`src/design/rfd_pkg.sv`:
```
// Package for the radar frame deframer: frame layout, register codes and reset values, counter type.
package rfd_pkg;

  localparam int PAYLOAD_BYTES = 24;
  localparam int HEADER_BYTES  = 4;
  localparam int VALUE_BYTES   = 8;
  localparam int FOOTER_BYTES  = 2;
  localparam int FRAME_BYTES   = HEADER_BYTES + PAYLOAD_BYTES + FOOTER_BYTES;
  localparam int CNT_W         = $clog2(FRAME_BYTES + 1);

  localparam int CFG_DATA_W = 32;

  localparam logic [31:0] HEADER_RESET = 32'h0003_FFAA;
  localparam logic [15:0] FOOTER_RESET = 16'hCC55;
  localparam logic [15:0] Y_OFFSET     = 16'h8000;

  typedef enum logic [0:0] {
    CFG_HEADER = 1'b0,
    CFG_FOOTER = 1'b1
  } cfg_idx_t;

  typedef logic [CNT_W-1:0] cnt_t;

endpackage

```
`src/design/rfd_rx_if.sv`:
```
// Byte channel carrying received serial bytes into the deframer.
interface rfd_rx_if;
  logic       valid;
  logic       ready;
  logic [7:0] rx_byte;

  modport source (output valid, output rx_byte, input ready);
  modport sink   (input valid, input rx_byte, output ready);
endinterface

```
`src/design/rfd_frame_if.sv`:
```
// Result channel carrying one decoded frame per transaction.
interface rfd_frame_if;
  logic               valid;
  logic               ready;
  logic               frame_ok;
  logic signed [15:0] pos_x;
  logic signed [15:0] pos_y;
  logic signed [15:0] target_speed;
  logic        [15:0] resolution;

  modport source (output valid, output frame_ok, output pos_x, output pos_y,
                  output target_speed, output resolution, input ready);
  modport sink   (input valid, input frame_ok, input pos_x, input pos_y,
                  input target_speed, input resolution, output ready);
endinterface

```
`src/design/radar_frame_deframer.sv`:
```
// Radar frame deframer top level: byte capture stage, frame tracker, result register.
// A closing footer byte is registered in the byte stage and then in the result register.
// Throughput: one byte per cycle; the byte stage moves whenever the result register
// is empty or being taken, so a held result stalls input only once both are full.
// Reset (rst, synchronous): hunting for a header, held values zero, registers at
// their reset values, both stages empty.
module radar_frame_deframer (
  input  logic                            clk,
  input  logic                            rst,
  input  logic                            cfg_we,
  input  logic                            cfg_index,
  input  logic [rfd_pkg::CFG_DATA_W-1:0]  cfg_data,
  rfd_rx_if.sink                          rx_ch,
  rfd_frame_if.source                     frame_ch
);

  // configuration
  logic [31:0] header_word;
  logic [15:0] footer_word;

  always_ff @(posedge clk) begin
    if (rst) begin
      header_word <= rfd_pkg::HEADER_RESET;
      footer_word <= rfd_pkg::FOOTER_RESET;
    end else if (cfg_we) begin
      unique case (rfd_pkg::cfg_idx_t'(cfg_index))
        rfd_pkg::CFG_HEADER: header_word <= cfg_data[31:0];
        rfd_pkg::CFG_FOOTER: footer_word <= cfg_data[15:0];
        default: ;
      endcase
    end
  end

  // byte capture stage
  logic       s1_valid;
  logic [7:0] s1_byte;
  logic       s1_fire;
  logic       out_free;

  assign out_free    = !frame_ch.valid || frame_ch.ready;
  assign s1_fire     = s1_valid && out_free;
  assign rx_ch.ready = !s1_valid || out_free;

  always_ff @(posedge clk) begin
    if (rst) begin
      s1_valid <= 1'b0;
    end else if (rx_ch.valid && rx_ch.ready) begin
      s1_valid <= 1'b1;
    end else if (s1_fire) begin
      s1_valid <= 1'b0;
    end
  end

  always_ff @(posedge clk) begin
    if (rx_ch.valid && rx_ch.ready) begin
      s1_byte <= rx_ch.rx_byte;
    end
  end

  // frame tracker state
  logic                collecting, collecting_next;
  rfd_pkg::cnt_t       byte_count, byte_count_next;
  logic [3:0][7:0]     header_seen, header_seen_next;
  logic [7:0][7:0]     value_bytes, value_bytes_next;
  logic [1:0][7:0]     footer_seen, footer_seen_next;
  logic [15:0]         held_x, held_x_next;
  logic [15:0]         held_y, held_y_next;
  logic [15:0]         held_speed, held_speed_next;
  logic [15:0]         held_resolution, held_resolution_next;
  logic                emit;
  logic                ok;
  rfd_pkg::cnt_t       count_inc;
  rfd_pkg::cnt_t       pay_idx;
  rfd_pkg::cnt_t       foot_idx;

  always_comb begin
    collecting_next      = collecting;
    byte_count_next      = byte_count;
    header_seen_next     = header_seen;
    value_bytes_next     = value_bytes;
    footer_seen_next     = footer_seen;
    held_x_next          = held_x;
    held_y_next          = held_y;
    held_speed_next      = held_speed;
    held_resolution_next = held_resolution;
    emit                 = 1'b0;
    ok                   = 1'b0;
    count_inc            = byte_count + rfd_pkg::CNT_W'(1);
    pay_idx              = byte_count - rfd_pkg::CNT_W'(rfd_pkg::HEADER_BYTES);
    foot_idx             = byte_count
                           - rfd_pkg::CNT_W'(rfd_pkg::HEADER_BYTES + rfd_pkg::PAYLOAD_BYTES);
    if (s1_fire) begin
      if (!collecting) begin
        if (s1_byte == header_word[7:0]) begin
          collecting_next  = 1'b1;
          header_seen_next = {24'd0, s1_byte};
          value_bytes_next = '0;
          footer_seen_next = '0;
          byte_count_next  = rfd_pkg::CNT_W'(1);
        end
      end else begin
        if (byte_count < rfd_pkg::CNT_W'(rfd_pkg::HEADER_BYTES)) begin
          header_seen_next[byte_count[1:0]] = s1_byte;
        end else if (byte_count < rfd_pkg::CNT_W'(rfd_pkg::HEADER_BYTES
                                                 + rfd_pkg::PAYLOAD_BYTES)) begin
          if (pay_idx < rfd_pkg::CNT_W'(rfd_pkg::VALUE_BYTES)) begin
            value_bytes_next[pay_idx[2:0]] = s1_byte;
          end
        end else begin
          footer_seen_next[foot_idx[0]] = s1_byte;
        end
        byte_count_next = count_inc;
        if (count_inc == rfd_pkg::CNT_W'(rfd_pkg::FRAME_BYTES)) begin
          emit            = 1'b1;
          collecting_next = 1'b0;
          byte_count_next = '0;
          ok = (header_seen_next == header_word) && (footer_seen_next == footer_word);
          if (ok) begin
            held_x_next          = 16'(-{value_bytes_next[1], value_bytes_next[0]});
            held_y_next          = {value_bytes_next[3], value_bytes_next[2]}
                                   - rfd_pkg::Y_OFFSET;
            held_speed_next      = 16'(-{value_bytes_next[5], value_bytes_next[4]});
            held_resolution_next = {value_bytes_next[7], value_bytes_next[6]};
          end
        end
      end
    end
  end

  always_ff @(posedge clk) begin
    if (rst) begin
      collecting      <= 1'b0;
      byte_count      <= '0;
      held_x          <= '0;
      held_y          <= '0;
      held_speed      <= '0;
      held_resolution <= '0;
    end else begin
      collecting      <= collecting_next;
      byte_count      <= byte_count_next;
      held_x          <= held_x_next;
      held_y          <= held_y_next;
      held_speed      <= held_speed_next;
      held_resolution <= held_resolution_next;
    end
  end

  always_ff @(posedge clk) begin
    header_seen <= header_seen_next;
    value_bytes <= value_bytes_next;
    footer_seen <= footer_seen_next;
  end

  // result register
  always_ff @(posedge clk) begin
    if (rst) begin
      frame_ch.valid <= 1'b0;
    end else if (emit) begin
      frame_ch.valid <= 1'b1;
    end else if (frame_ch.ready) begin
      frame_ch.valid <= 1'b0;
    end
  end

  always_ff @(posedge clk) begin
    if (emit) begin
      frame_ch.frame_ok     <= ok;
      frame_ch.pos_x        <= held_x_next;
      frame_ch.pos_y        <= held_y_next;
      frame_ch.target_speed <= held_speed_next;
      frame_ch.resolution   <= held_resolution_next;
    end
  end

  // checks
  a_hunt_count_zero: assert property (@(posedge clk) disable iff (rst)
    !collecting |-> byte_count == '0)
    else $error("byte count nonzero while hunting");

  a_emit_in_frame: assert property (@(posedge clk) disable iff (rst)
    emit |-> collecting && s1_fire)
    else $error("result produced outside a frame");

  a_s1_holds: assert property (@(posedge clk) disable iff (rst)
    s1_valid && !s1_fire |=> s1_valid && $stable(s1_byte))
    else $error("stalled byte lost from capture stage");

  a_no_overwrite: assert property (@(posedge clk) disable iff (rst)
    frame_ch.valid && !frame_ch.ready |-> !emit)
    else $error("pending result overwritten");

endmodule

```
`src/flat_wrapper.sv`:
```
// flat-port wrapper written by rule: the top's interface ports become plain ports
module radar_frame_deframer_flat 
  (clk, rst, cfg_we, cfg_index, cfg_data, rx_ch_valid, rx_ch_rx_byte, rx_ch_ready, frame_ch_valid, frame_ch_frame_ok, frame_ch_pos_x, frame_ch_pos_y, frame_ch_target_speed, frame_ch_resolution, frame_ch_ready);
  rfd_rx_if rx_ch_i ();
  rfd_frame_if frame_ch_i ();
  input  logic clk;
  input  logic rst;
  input  logic cfg_we;
  input  logic cfg_index;
  input  logic [rfd_pkg::CFG_DATA_W-1:0] cfg_data;
  input wire logic [$bits(rx_ch_i.valid)-1:0] rx_ch_valid;
  input wire logic [$bits(rx_ch_i.rx_byte)-1:0] rx_ch_rx_byte;
  output wire logic [$bits(rx_ch_i.ready)-1:0] rx_ch_ready;
  output wire logic [$bits(frame_ch_i.valid)-1:0] frame_ch_valid;
  output wire logic [$bits(frame_ch_i.frame_ok)-1:0] frame_ch_frame_ok;
  output wire logic [$bits(frame_ch_i.pos_x)-1:0] frame_ch_pos_x;
  output wire logic [$bits(frame_ch_i.pos_y)-1:0] frame_ch_pos_y;
  output wire logic [$bits(frame_ch_i.target_speed)-1:0] frame_ch_target_speed;
  output wire logic [$bits(frame_ch_i.resolution)-1:0] frame_ch_resolution;
  input wire logic [$bits(frame_ch_i.ready)-1:0] frame_ch_ready;
  assign rx_ch_i.valid = rx_ch_valid;
  assign rx_ch_i.rx_byte = rx_ch_rx_byte;
  assign rx_ch_ready = rx_ch_i.ready;
  assign frame_ch_valid = frame_ch_i.valid;
  assign frame_ch_frame_ok = frame_ch_i.frame_ok;
  assign frame_ch_pos_x = frame_ch_i.pos_x;
  assign frame_ch_pos_y = frame_ch_i.pos_y;
  assign frame_ch_target_speed = frame_ch_i.target_speed;
  assign frame_ch_resolution = frame_ch_i.resolution;
  assign frame_ch_i.ready = frame_ch_ready;
  radar_frame_deframer u_core (.clk(clk), .rst(rst), .cfg_we(cfg_we), .cfg_index(cfg_index), .cfg_data(cfg_data), .rx_ch(rx_ch_i), .frame_ch(frame_ch_i));
endmodule
```
`config.mk`:
```
export PLATFORM = sky130hd
export DESIGN_NAME = radar_frame_deframer_flat
export DESIGN_NICKNAME = d
export VERILOG_FILES = /design/src/design/rfd_pkg.sv /design/src/design/rfd_rx_if.sv /design/src/design/rfd_frame_if.sv /design/src/design/radar_frame_deframer.sv /design/src/flat_wrapper.sv
export SDC_FILE = /design/constraint.sdc
export NUM_CORES = 1
export LEC_CHECK = 0
export ABC_AREA = 1
export BUFFER_PORTS_ARGS = -buffer_cell sky130_fd_sc_hd__buf_2
export CAP_MARGIN = 20
export CORE_MARGIN = 2
export CORE_UTILIZATION = 30
export CTS_CLUSTER_SIZE = 20
export DETAILED_ROUTE_END_ITERATION = 16
export SYNTH_ARGS = -nofsm -noshare
export SYNTH_HDL_FRONTEND = slang
export SYNTH_SLANG_ARGS = --single-unit
```
`constraint.sdc`:
```
create_clock -name clk -period 4.45 [get_ports clk]
set_input_delay 0.445 -clock clk [delete_from_list [all_inputs] [get_ports clk]]
set_output_delay 0.445 -clock clk [all_outputs]
set_load 0.01 [all_outputs]
```
==> results_dict.tcl <==
set metrics [dict create \
    synth_edf_count 185 \
    total_number_of_yosys_warnings 0 \
    remaining_drc_errors 0 \
    dpl-instance-area_mm2 0.01627 \
    synth_cell_types 32 \
    syn_area_mm2 0.01481 \
    boundaryPins 113 \
    synth_nets 1942 \
    floorplan.initialDensity_pct 30.32 \
    layout.cells.non_filler 2696 \
    cts-buffers-inserted 36 \
    grt_setup_unrepaired "no" \
    path_class "reg -> reg" \
    required_time_reported_for_the_critical_path_endpoint_ns 4.76 \
    gp_routability_congestion 0.8929 \
    final.setup.tns_ns 0 \
    worst_slew_margin_rel_pct 24.38 \
    total_routing_usage_gr_pct 16.79 \
    placement_rows 81 \
    synth_cells 1887 \
    fp.dieArea_mm2 0.05116 \
    critical_path.max_stage_delay_ns 0.59 \
    timing.max_cap.violations 0 \
    first_pass_grt_wire_length_um 66350 \
    final_hold_violating_endpoints 0 \
    final_min_period_over_clock_period_pct 88.87 \
    drt-total-wl_um 43020 \
    via_per_inst 4.734 \
    async_reset_ff_share_pct 0 \
    setup-violations-final 0 \
    worst_setup_path_start_kind "flip-flop" \
    cp_cell_sequence "inv_2 > ha_1 > nand3_1 > nand2_1 > nand2_1 > nand2_1 > nand2_1 > nor2_1 > nand2_1 > nor2_1 > nand2_1 > inv_1 > nand2_2 > buf_12 > buf_4 > nand2_1 > nand2_1" \
    largest_net_degree_at_the_start_of_global_routing 94 \
    layout_min_cycle_time_ns 3.955 \
    cts_repair_resize_count 0 \
    drt_iter0_drc 1066 \
    min_path_type "in -> reg" \
    dp_cells 2630 \
    max-clock-path-buffers 3 \
    clk_root_buffer_cell "sky130_fd_sc_hd__clkbuf_16" \
    first_pass_iters 8 \
    cts.reportedPaths.clkPinSlew_ns 0.06 \
    power_per_cell_area_mw_per_mm2 361.5 \
    run_status "finished clean" \
    total_power_uw 6314 \
    vdd_drop_max_uv 239.6 \
    cts_hold_buf 0 \
    post-synth-top-area-fraction_pct 37.51 \
    drtAntennaViolNets 0 \
    grt.overflow.total 0 \
    synth_top_cells_by_count "sky130_fd_sc_hd__nand2_1, sky130_fd_sc_hd__inv_1, sky130_fd_sc_hd__edfxtp_1, sky130_fd_sc_hd__nor2_1, sky130_fd_sc_hd__dfxtp_1" \
    slew_violations 0 \
    cpLargestDelayFamily "simple AND/OR/NAND/NOR gates" \
    cts_tree "done" \
    critical_path.slowest_cell "sky130_fd_sc_hd__ha_1" \
    timing.critical_path.to_type "flip-flop" \
    grt_pass1_vias 11920 \
    nets 2059 \
    synth_seq_cells 305 \
    antennaDiodeCount 0 \
    placement.io_buffers 112 \
    fin_worst_skew_ns 0.01698 \
    tightest_slew_ns 1.134 \
    timing.critical_path.buf_inv 4 \
    crit_top_cell "sky130_fd_sc_hd__nand2_1" \
    fmaxAchievable_mhz 252.9 \
    cts_num_sinks 305 \
    postLayoutCoreUtil_pct 35.76 \
    number_of_antenna_violations_at_the_first_check_in_global_routing 0 \
    cellLeakagePower_uw 0.008322 \
    synth-seq-area-share_pct 53.73 \
    final_layout_size_suffix_gt1_share_pct 12.35 \
    floorplan.die.height_um 226.2 \
    synth_largest_area_cell "sky130_fd_sc_hd__edfxtp_1" \
    synth-main-ff-cell "sky130_fd_sc_hd__edfxtp_1" \
    cts_max_level 2 \
    routed-via-count 12760 \
    area_growth_syn_to_layout_pct 17.94 \
    yosysMostFrequentCell "sky130_fd_sc_hd__nand2_1" \
    dp_hpwl_um 29290 \
    path_max_fanout 34 \
    coreArea_mm2 0.04885 \
    wire_per_inst_um 15.96 \
    cts.repair_timing.setup_buffer_count 0 \
    postSynthAreaPerCell_um2 7.849 \
    post-route-cell-area_mm2 0.01747 \
    worst_skew_pair.late_latency_ns 0.56 \
    worst_ep_arrival_time_ns 4.26 \
    ys_top_cells_by_area "sky130_fd_sc_hd__edfxtp_1, sky130_fd_sc_hd__nand2_1, sky130_fd_sc_hd__dfxtp_1, sky130_fd_sc_hd__inv_1, sky130_fd_sc_hd__nor2_1" \
    chipWidth_um 226.2 \
]
==> routing by layer <==
layer / share of wire, % / up-vias / track usage (%)
met5: 0 / - / 0
met4: 2.0 / 0 / 3.947
met3: 6.1 / 65 / 3.214
met2: 46 / 394 / 27.36
met1: 46 / 5983 / 22.98
li1: - / 6321 / -
==> stage by stage <==
step / hold slack, ns / setup slack [ns]
6_report: 0.06675 / 0.4952
5_1_grt: 0.04152 / 0.2590
4_1_cts: 0.04135 / 0.5693
3_5_place_dp: 0.4629 / 0.5653
3_3_place_gp: 0.4569 / 0.6054
2_1_floorplan: 0.4422 / 0.3333
==> placed cells by master, fill, tap and decap left out, types with 5 or more instances in the layout <==
| cell type | instances |
|---|---|
| sky130_fd_sc_hd__xor2_1 | 10 |
| sky130_fd_sc_hd__clkbuf_16 | 37 |
| sky130_fd_sc_hd__o21ai_0 | 100 |
| sky130_fd_sc_hd__inv_2 | 7 |
| sky130_fd_sc_hd__clkbuf_8 | 6 |
| sky130_fd_sc_hd__clkinv_1 | 5 |
| sky130_fd_sc_hd__clkbuf_1 | 8 |
| sky130_fd_sc_hd__dfxtp_1 | 120 |
| sky130_fd_sc_hd__ha_1 | 9 |
| sky130_fd_sc_hd__o21ai_1 | 7 |
| sky130_fd_sc_hd__nand3_1 | 116 |
| sky130_fd_sc_hd__inv_1 | 211 |
| sky130_fd_sc_hd__clkinv_2 | 7 |
| sky130_fd_sc_hd__a21oi_1 | 104 |
| sky130_fd_sc_hd__nor2_2 | 8 |
| sky130_fd_sc_hd__nand3b_1 | 13 |
| sky130_fd_sc_hd__edfxtp_1 | 185 |
| sky130_fd_sc_hd__nand2_1 | 656 |
| sky130_fd_sc_hd__nand4_1 | 40 |
| sky130_fd_sc_hd__or2_2 | 7 |
| sky130_fd_sc_hd__o211ai_1 | 16 |
| sky130_fd_sc_hd__nor2_1 | 169 |
| sky130_fd_sc_hd__buf_2 | 112 |
| sky130_fd_sc_hd__buf_4 | 45 |
==> flip-flops by register name, indices dropped and copies added, names as in the netlist, 5 cells and up <==
register and cells:
u_core.held_resolution 16, u_core.header_seen 32, u_core.frame_ch.pos_x 16, u_core.frame_ch.pos_y 16
u_core.frame_ch.resolution 16, u_core.held_speed 16, u_core.footer_word 16, u_core.s1_byte 8
u_core.held_x 16, u_core.byte_count 5, u_core.held_y 16, u_core.frame_ch.target_speed 16
u_core.header_word 32, u_core.footer_seen 16, u_core.value_bytes 64
==> cell families after synthesis <==
kind of cell,count (synthesis),share of synthesized area (%)
buffers and inverters,306,8.152
AOI/OAI and AO/OA,230,8.102
adders and majority gates,9,0.7603
DFF,305,53.73
xor gates and xnor gates,11,0.6505
and+or+nand+nor,1026,28.61
==> area by class of cell <==
cell class	instances	area (µm²)
well taps	664	830.8
inverters	224	843.3
clock inverters	15	162.7
flip-flops and latches	305	7958
multi-input cells	1276	5657
clock buffers	51	1039
repair buffers	161	978.4
fillers	5209	31380
==> report_power, final <==
part,switching (µW),internal (µW)
clock network,1230,1760
registers,27.4,3000
logic,205,88.1
==> final timing paths <==
check / startpoint / cells past startpoint / slack [ns] / endpoint
setup / recovery: u_core.byte_count[0] / 17 / 0.50 / u_core.frame_ch.resolution[13]
hold / removal: rx_ch_rx_byte[7] / 1 / 0.07 / u_core.s1_byte[7]
setup reg to reg: u_core.byte_count[0] / 17 / 0.50 / u_core.frame_ch.resolution[13]
hold reg to reg: u_core.held_y[8] / 2 / 0.47 / u_core.held_y[8]
Power figures use the tool's default switching activity.
